$ cat src/hw/rtl/cgrt_pkg.sv
// Package for the chunk gap report tracker: field widths, payload structs,
// result kinds, controller states and the controller-to-datapath command set.
// No dependencies.
package cgrt_pkg;

  localparam int IdW    = 16;
  localparam int ChunkW = 16;
  localparam int CntW   = 7;

  typedef enum logic [1:0] {
    KIND_STALE    = 2'd0,
    KIND_MISSING  = 2'd1,
    KIND_COMPLETE = 2'd2,
    KIND_FINISHED = 2'd3
  } kind_e;

  typedef struct packed {
    logic              func;
    logic [IdW-1:0]    packet_id;
    logic [ChunkW-1:0] request_chunk;
    logic [CntW-1:0]   packets_sent;
  } in_t;

  typedef struct packed {
    kind_e             kind;
    logic [ChunkW-1:0] reply_chunk;
    logic [CntW-1:0]   missing_id;
    logic [CntW-1:0]   missing_total;
    logic              last;
  } res_t;

  typedef enum logic [1:0] {
    ST_IDLE,
    ST_COUNT,
    ST_EMIT
  } state_e;

  typedef enum logic [3:0] {
    OP_NONE,
    OP_MARK,
    OP_STALE,
    OP_FIN_AGAIN,
    OP_FIN_NOW,
    OP_LOAD,
    OP_COUNT,
    OP_COMPLETE,
    OP_EMIT
  } dp_op_e;

  typedef struct packed {
    dp_op_e op;
  } cmd_t;

  typedef struct packed {
    logic is_check;
    logic stale;
    logic done;
    logic sent_zero;
    logic at_end;
    logic bit_missing;
    logic total_zero;
    logic last_hit;
  } status_t;

endpackage

$ cat src/hw/rtl/cgrt_ctrl.sv
// Controller state machine of the chunk gap report tracker.
// Depends on cgrt_pkg for states, commands and status.
module cgrt_ctrl (
  input  logic              clk_i,
  input  logic              rst_ni,
  input  logic              start_i,
  input  cgrt_pkg::status_t status_i,
  output cgrt_pkg::cmd_t    cmd_o,
  output logic              busy_o
);

  cgrt_pkg::state_e state_q, state_d;

  always_ff @(posedge clk_i or negedge rst_ni) begin
    if (!rst_ni) begin
      state_q <= cgrt_pkg::ST_IDLE;
    end else begin
      state_q <= state_d;
    end
  end

  always_comb begin
    state_d    = state_q;
    cmd_o.op   = cgrt_pkg::OP_NONE;
    unique case (state_q)
      cgrt_pkg::ST_IDLE: begin
        if (start_i) begin
          if (!status_i.is_check) begin
            cmd_o.op = cgrt_pkg::OP_MARK;
          end else if (status_i.stale) begin
            cmd_o.op = cgrt_pkg::OP_STALE;
          end else if (status_i.done) begin
            cmd_o.op = cgrt_pkg::OP_FIN_AGAIN;
          end else if (status_i.sent_zero) begin
            cmd_o.op = cgrt_pkg::OP_FIN_NOW;
          end else begin
            cmd_o.op = cgrt_pkg::OP_LOAD;
            state_d  = cgrt_pkg::ST_COUNT;
          end
        end
      end
      cgrt_pkg::ST_COUNT: begin
        if (status_i.at_end && status_i.total_zero) begin
          cmd_o.op = cgrt_pkg::OP_COMPLETE;
          state_d  = cgrt_pkg::ST_IDLE;
        end else begin
          cmd_o.op = cgrt_pkg::OP_COUNT;
          if (status_i.at_end) begin
            state_d = cgrt_pkg::ST_EMIT;
          end
        end
      end
      cgrt_pkg::ST_EMIT: begin
        cmd_o.op = cgrt_pkg::OP_EMIT;
        if (status_i.bit_missing && status_i.last_hit) begin
          state_d = cgrt_pkg::ST_IDLE;
        end
      end
      default: begin
        state_d = cgrt_pkg::ST_IDLE;
      end
    endcase
  end

  assign busy_o = (state_q != cgrt_pkg::ST_IDLE);

  // The walk only leaves the emit state on the last missing id.
  a_emit_exit: assert property (@(posedge clk_i) disable iff (!rst_ni)
    (state_q == cgrt_pkg::ST_EMIT && state_d == cgrt_pkg::ST_IDLE) |->
      status_i.last_hit)
    else $error("emit state left before the last missing id");

endmodule

$ cat src/hw/rtl/cgrt_datapath.sv
// Datapath of the chunk gap report tracker: received bitmap, chunk and done
// state, the walk counters and the result register. Depends on cgrt_pkg.
module cgrt_datapath #(
  parameter int MAX_PACKETS = 64
) (
  input  logic              clk_i,
  input  logic              rst_ni,
  input  cgrt_pkg::in_t     in_i,
  input  cgrt_pkg::cmd_t    cmd_i,
  output cgrt_pkg::status_t status_o,
  output cgrt_pkg::res_t    res_o,
  output logic              res_strobe_o
);

  localparam int IW = (MAX_PACKETS > 1) ? $clog2(MAX_PACKETS) : 1;
  localparam logic [cgrt_pkg::CntW-1:0] MaxCnt = cgrt_pkg::CntW'(MAX_PACKETS);

  logic [MAX_PACKETS-1:0]          map_q, map_d;
  logic [cgrt_pkg::ChunkW-1:0]     chunk_q, chunk_d;
  logic                            done_q, done_d;
  logic [cgrt_pkg::CntW-1:0]       n_q, n_d;
  logic [cgrt_pkg::CntW-1:0]       idx_q, idx_d;
  logic [cgrt_pkg::CntW-1:0]       total_q, total_d;
  logic [cgrt_pkg::CntW-1:0]       k_q, k_d;
  cgrt_pkg::res_t                  res_q, res_d;
  logic                            strobe_q, strobe_d;

  logic                            pid_ok;
  logic [IW-1:0]                   mark_idx;
  logic [cgrt_pkg::CntW-1:0]       walk_m1;
  logic                            bit_missing;
  logic [cgrt_pkg::CntW-1:0]       sent_sat;

  assign pid_ok   = (in_i.packet_id != '0) &&
                    (in_i.packet_id <= cgrt_pkg::IdW'(MAX_PACKETS));
  assign mark_idx = IW'(in_i.packet_id - 16'd1);
  assign walk_m1  = idx_q - 7'd1;
  assign bit_missing = (walk_m1 < MaxCnt) && !map_q[IW'(walk_m1)];
  assign sent_sat = (in_i.packets_sent > MaxCnt) ? MaxCnt : in_i.packets_sent;

  assign status_o.is_check    = in_i.func;
  assign status_o.stale       = (in_i.request_chunk < chunk_q);
  assign status_o.done        = done_q;
  assign status_o.sent_zero   = (in_i.packets_sent == '0);
  assign status_o.at_end      = (idx_q == n_q);
  assign status_o.bit_missing = bit_missing;
  assign status_o.total_zero  = (total_q == '0) && !bit_missing;
  assign status_o.last_hit    = ((k_q + 7'd1) == total_q);

  always_comb begin
    map_d    = map_q;
    chunk_d  = chunk_q;
    done_d   = done_q;
    n_d      = n_q;
    idx_d    = idx_q;
    total_d  = total_q;
    k_d      = k_q;
    res_d    = res_q;
    strobe_d = 1'b0;
    unique case (cmd_i.op)
      cgrt_pkg::OP_MARK: begin
        if (pid_ok && !done_q) begin
          map_d[mark_idx] = 1'b1;
        end
      end
      cgrt_pkg::OP_STALE: begin
        strobe_d = 1'b1;
        res_d    = '{cgrt_pkg::KIND_STALE, in_i.request_chunk, '0, '0, 1'b1};
      end
      cgrt_pkg::OP_FIN_AGAIN: begin
        strobe_d = 1'b1;
        res_d    = '{cgrt_pkg::KIND_FINISHED, chunk_q, '0, '0, 1'b1};
      end
      cgrt_pkg::OP_FIN_NOW: begin
        strobe_d = 1'b1;
        res_d    = '{cgrt_pkg::KIND_FINISHED, chunk_q, '0, '0, 1'b1};
        map_d    = '0;
        chunk_d  = chunk_q + 16'd1;
        done_d   = 1'b1;
      end
      cgrt_pkg::OP_LOAD: begin
        n_d     = sent_sat;
        idx_d   = 7'd1;
        total_d = '0;
        k_d     = '0;
      end
      cgrt_pkg::OP_COUNT: begin
        total_d = total_q + cgrt_pkg::CntW'(bit_missing);
        idx_d   = (idx_q == n_q) ? 7'd1 : idx_q + 7'd1;
      end
      cgrt_pkg::OP_COMPLETE: begin
        strobe_d = 1'b1;
        res_d    = '{cgrt_pkg::KIND_COMPLETE, chunk_q, '0, '0, 1'b1};
        map_d    = '0;
        chunk_d  = chunk_q + 16'd1;
      end
      cgrt_pkg::OP_EMIT: begin
        if (bit_missing) begin
          strobe_d = 1'b1;
          res_d    = '{cgrt_pkg::KIND_MISSING, chunk_q, idx_q, total_q,
                       status_o.last_hit};
          k_d      = k_q + 7'd1;
        end
        idx_d = idx_q + 7'd1;
      end
      default: begin
      end
    endcase
  end

  always_ff @(posedge clk_i or negedge rst_ni) begin
    if (!rst_ni) begin
      map_q    <= '0;
      chunk_q  <= 16'd1;
      done_q   <= 1'b0;
      strobe_q <= 1'b0;
    end else begin
      map_q    <= map_d;
      chunk_q  <= chunk_d;
      done_q   <= done_d;
      strobe_q <= strobe_d;
    end
  end

  always_ff @(posedge clk_i) begin
    n_q     <= n_d;
    idx_q   <= idx_d;
    total_q <= total_d;
    k_q     <= k_d;
    res_q   <= res_d;
  end

  assign res_o        = res_q;
  assign res_strobe_o = strobe_q;

  // A missing id report names an id inside the walked range.
  a_missing_id: assert property (@(posedge clk_i) disable iff (!rst_ni)
    (strobe_q && res_q.kind == cgrt_pkg::KIND_MISSING) |->
      (res_q.missing_id != '0 && res_q.missing_id <= MaxCnt))
    else $error("missing id report outside the bitmap");

  // Every reply other than a missing id report ends its run.
  a_single_last: assert property (@(posedge clk_i) disable iff (!rst_ni)
    (strobe_q && res_q.kind != cgrt_pkg::KIND_MISSING) |-> res_q.last)
    else $error("single reply without last");

  // The emit pass never reports more ids than the count pass found.
  a_emit_bound: assert property (@(posedge clk_i) disable iff (!rst_ni)
    (cmd_i.op == cgrt_pkg::OP_EMIT && bit_missing) |-> (k_q < total_q))
    else $error("more missing ids emitted than counted");

endmodule

$ cat src/hw/rtl/chunk_gap_report_tracker_unit.sv
// A payload transfer updates the bitmap register; a stale or finished reply appears in the
// cycle after its transfer. A chunk check first counts the missing ids over the saturated
// packet count, then walks the bitmap again to report them, one result per missing id.
// Throughput: one payload transfer per cycle unless busy_o is high, as in a check walk.
// Reset (rst_ni, async, active low) clears the bitmap and done flag, sets the chunk to one.
// Results are strobed for one cycle each; the receiver cannot stall them.
module chunk_gap_report_tracker_unit #(
  parameter int MAX_PACKETS = 64
) (
  input  logic           clk_i,
  input  logic           rst_ni,
  input  logic           start_i,
  output logic           busy_o,
  input  cgrt_pkg::in_t  in_i,
  output cgrt_pkg::res_t res_o,
  output logic           res_strobe_o
);

  // The controller decides which datapath operation runs in each cycle. A transfer is
  // accepted when start_i is high and busy_o is low; only a check request that needs a
  // bitmap walk raises busy_o.
  cgrt_pkg::cmd_t    cmd;
  cgrt_pkg::status_t status;

  cgrt_ctrl u_ctrl (
    .clk_i    (clk_i),
    .rst_ni   (rst_ni),
    .start_i  (start_i),
    .status_i (status),
    .cmd_o    (cmd),
    .busy_o   (busy_o)
  );

  // The datapath holds the received bitmap, the current chunk, the done flag, the walk
  // counters and the registered result that drives the output ports.
  cgrt_datapath #(
    .MAX_PACKETS (MAX_PACKETS)
  ) u_dp (
    .clk_i        (clk_i),
    .rst_ni       (rst_ni),
    .in_i         (in_i),
    .cmd_i        (cmd),
    .status_o     (status),
    .res_o        (res_o),
    .res_strobe_o (res_strobe_o)
  );

endmodule

$ cat config.mk
export PLATFORM = sky130hd
export DESIGN_NAME = chunk_gap_report_tracker_unit
export DESIGN_NICKNAME = d
export VERILOG_FILES = /design/src/hw/rtl/cgrt_pkg.sv /design/src/hw/rtl/cgrt_ctrl.sv /design/src/hw/rtl/cgrt_datapath.sv /design/src/hw/rtl/chunk_gap_report_tracker_unit.sv
export SDC_FILE = /design/constraint.sdc
export NUM_CORES = 1
export LEC_CHECK = 0
export ABC_AREA = 1
export BUFFER_PORTS_ARGS = -buffer_cell sky130_fd_sc_hd__buf_2
export CAP_MARGIN = 20
export CORE_AREA = 4 4 128 130
export CTS_CLUSTER_DIAMETER = 100
export DETAILED_ROUTE_END_ITERATION = 7
export DIE_AREA = 0 0 132 134
export PLACE_DENSITY = 0.8
export SLEW_MARGIN = 20
export SYNTH_ARGS = -nofsm -noshare
export SYNTH_HDL_FRONTEND = slang
export SYNTH_SLANG_ARGS = --single-unit
$ cat constraint.sdc
create_clock -name clk_i -period 5.81 [get_ports clk_i]
set_clock_uncertainty 0.05 [all_clocks]
set_input_delay 0.581 -clock clk_i [delete_from_list [all_inputs] [get_ports clk_i]]
set_output_delay 0.581 -clock clk_i [all_outputs]
set_load 0.005 [all_outputs]
==> results.json <==
{
  "status": "finished, final reports clean",
  "post-dp-hpwl_um": 14500,
  "drive_above_1_share_pct": 11.9,
  "netlist_area_um2": 8960,
  "finalCritPeriodShare_pct": 68.9,
  "endpoint_kind": "flip-flop",
  "worst_slew_pin_slew_ns": 1.08,
  "num_rows": 45,
  "drt_pass1_iterations": 8,
  "clock_latency_ns": 0.43,
  "diodes": 0,
  "min_to": "u_dp.n_q[6]",
  "port_buffers": 77,
  "irDropWorstVdd_mv": 0.192,
  "drc": 0,
  "p_int_mw": 1.80,
  "first_global_vias": 7438,
  "cts_tree": "done",
  "required_ns": 6.07,
  "yosysWarningCount": 0,
  "criticalPathCategory": "reg -> reg",
  "route.vias.total": 8123,
  "rsz0062_at_grt": "false",
  "yosysTopAreaCell": "dfrtp_1",
  "synth_top_family_by_area": "simple AND/OR/NAND/NOR gates",
  "reg2reg_to": "u_dp.map_q[21]",
  "fin_ws_ns": 1.81,
  "synth-compound-area-share_pct": 2.82,
  "cts_sinks": 145,
  "gp_congestion": 0.876,
  "holdPathStages": 1,
  "fill_cells": 1201,
  "grt.overflow.total": 0,
  "grt_use_total_pct": 25.5,
  "coreArea_um2": 15100,
  "worst_ep_arrival_time_ns": 4.26,
  "grt_start_max_net_pins": 129,
  "slew_viol_final": 0,
  "cap_violations": 0,
  "ys_seq_area_share_pct": 43.9,
  "mostFrequentLayoutCells": "nand2_1, nand4_1, inv_1",
  "cts_resized": 0,
  "hp-start": "in_i[6]",
  "dp_slack_ns": 1.60,
  "switching_share_pct": 23.6,
  "drtAntennaViolNets": 0,
  "syn_nets": 1222,
  "critPathMaxFanout": 48,
  "wirelength_um": 22300,
  "crit_path_start_kind": "flip-flop",
  "antenna_found_initial": 0,
  "hold_class": "in -> reg",
  "num-nets-final": 1266,
  "synth-simple-area-share_pct": 36.1,
  "p_clk_share_pct": 49.3,
  "slew_headroom_pct": 27.4,
  "num_io_pins": 78,
  "cts_buffers": 17,
  "rr_startpoint": "u_dp.idx_q[1]",
  "ys_ff_latch": 145,
  "p_switching_mw": 0.556,
  "powerDensity_nw_per_um2": 237,
  "cts-root-buf": "clkbuf_16",
  "clock_tree.buffer_depth": 2,
  "die-area_um2": 17700,
  "fin_tns_setup_ns": 0,
  "layout_commonest_cell": "nand2_1",
  "start_util_pct": 59.1,
  "drt-vias-per-instance": 5.79,
  "synth_top_area_share_pct": 23.2,
  "grt_pass1_wl_um": 37000,
  "first_iter_violations": 1055,
  "wl_per_cell_um": 15.9,
  "ys_types": 38,
  "worst-r2r-setup-slack_ns": 1.81,
  "htreeDepth": 4,
  "synthCells": 1157,
  "area_growth_pct": 11.1,
  "power_frac_seq_pct": 45.6,
  "synth_mux_area_share_pct": 0,
  "p_leak_nw": 5.33,
  "p_comb_share_pct": 5.1,
  "max_freq_mhz": 250,
  "cts.clk_slew.worst_paths_ns": 0.06,
  "die_y_um": 134,
  "synthesis.area_per_instance_um2": 7.74,
  "hold_viol_final": 0,
  "die_x_um": 132,
  "netlist_top_cells_area": "dfrtp_1, edfxtp_1, nand2_1, nand4_1, inv_1",
  "layout_min_cycle_time_ns": 4.00,
  "synth_fa_ha_area_share_pct": 3.07,
  "reg2regPathDepth": 15,
  "finalSetupViolCount": 0,
  "synth_xor_area_share_pct": 3.77
}
## stage by stage
stage / power (mW) / instance area [um^2] / util [%] / hold slack [ns] / cells
floorplan: 1.16 / 8960 / - / 0.235 / 1157
global placement: 1.21 / 9270 / 61.2 / 0.416 / 1367
detailed placement: 1.21 / 9270 / 61.2 / 0.411 / 1367
CTS: 2.36 / 9900 / 65.4 / 0.300 / 1400
global route: 2.43 / 9950 / 65.7 / 0.296 / 1402
finish: 2.36 / 9950 / 65.7 / 0.310 / 1402
## cells by family (layout without fill, tap and decap cells)
logic type / Yosys count / in the layout
AND/OR/NAND/NOR: 703 / 703
XOR/XNOR: 36 / 36
AO/OA/AOI/OAI: 44 / 44
flip-flops: 145 / 145
adder cells (fa/ha/maj): 22 / 22
buffers and inverters: 207 / 264
## worst max path at each step
stage             startpoint             end  slack, ns
4_1_cts        u_dp.idx_q[1]  u_dp.map_q[21]       1.57
3_3_place_gp   u_dp.idx_q[1]  u_dp.map_q[51]       1.72
5_1_grt        u_dp.idx_q[1]  u_dp.map_q[54]       1.52
2_1_floorplan  u_dp.idx_q[0]   u_dp.res_o[0]       2.27
3_5_place_dp   u_dp.idx_q[1]  u_dp.map_q[37]       1.60
6_report       u_dp.idx_q[1]  u_dp.map_q[21]       1.81
## cells in the mapped netlist, drive strengths merged
master / count
clkbuf: 12
o22ai: 1
inv: 145
or2: 2
dfrtp: 83
o21ai: 11
o211ai: 5
nand3: 81
a211oi: 1
nor4: 6
ha: 22
dfstp: 1
edfxtp: 61
nand4: 151
a31o: 1
a21o: 5
nor3: 23
nand2: 371
nor2: 67
xnor2: 8
a21oi: 20
buf: 50
and3: 1
xor2: 28
and2: 1
## area by class of cell
cell class,instances,area (um^2),share of cell area [%]
clock buffers,18,429,4.31
well taps,188,235,2.36
repair buffers,87,494,4.97
inverters,145,544,5.47
flip-flops and latches,145,3940,39.5
multi-input cells,805,4130,41.4
clock inverters,14,190,1.91
## state kept, by name, summed over array words and instances, names as in the netlist
name	flops
u_dp.res_strobe_o	1
u_dp.idx_q	7
u_dp.res_o	33
u_dp.chunk_q	16
u_dp.map_q	64
u_dp.done_q	1
u_dp.n_q	7
u_dp.total_q	7
u_dp.k_q	7
u_ctrl.state_q	2
## power by group through the flow
stage                     sequential (mW)  combinational (mW)  clock [mW]
after detailed placement             1.10               0.117           0
after global placement               1.10               0.116           0
after CTS                            1.08               0.119        1.16
final                                1.08               0.120        1.16
after global routing                 1.08               0.133        1.22
after floorplan                      1.10              0.0572           0
## metal layers
layer  share of wire, %  vias to the layer above  track usage (%)
li1                   -                     3959                -
met1                 44                     3777             35.9
met2                 47                      344             40.3
met3                6.8                       43             4.39
met4                2.3                        0             8.81
met5                  0                        -                0
## timing repair
action	CTS	global route
hold endpoints to repair	15	0
hold buffers	1	0
setup buffers	0	0
## critical path: stages (launching register included)
cell	delay, ns
edfxtp_1	0.43
inv_1	0.10
ha_1	0.71
inv_2	0.29
nand3_1	0.16
nand3_1	0.08
nand3_1	0.11
nand3_1	0.08
nand3_1	0.13
nand3_2	0.14
nand3_4	0.17
nand4_4	0.50
buf_12	0.40
buf_4	0.30
nand4_1	0.14
nand2_1	0.07
Power figures use the tool's default switching activity.
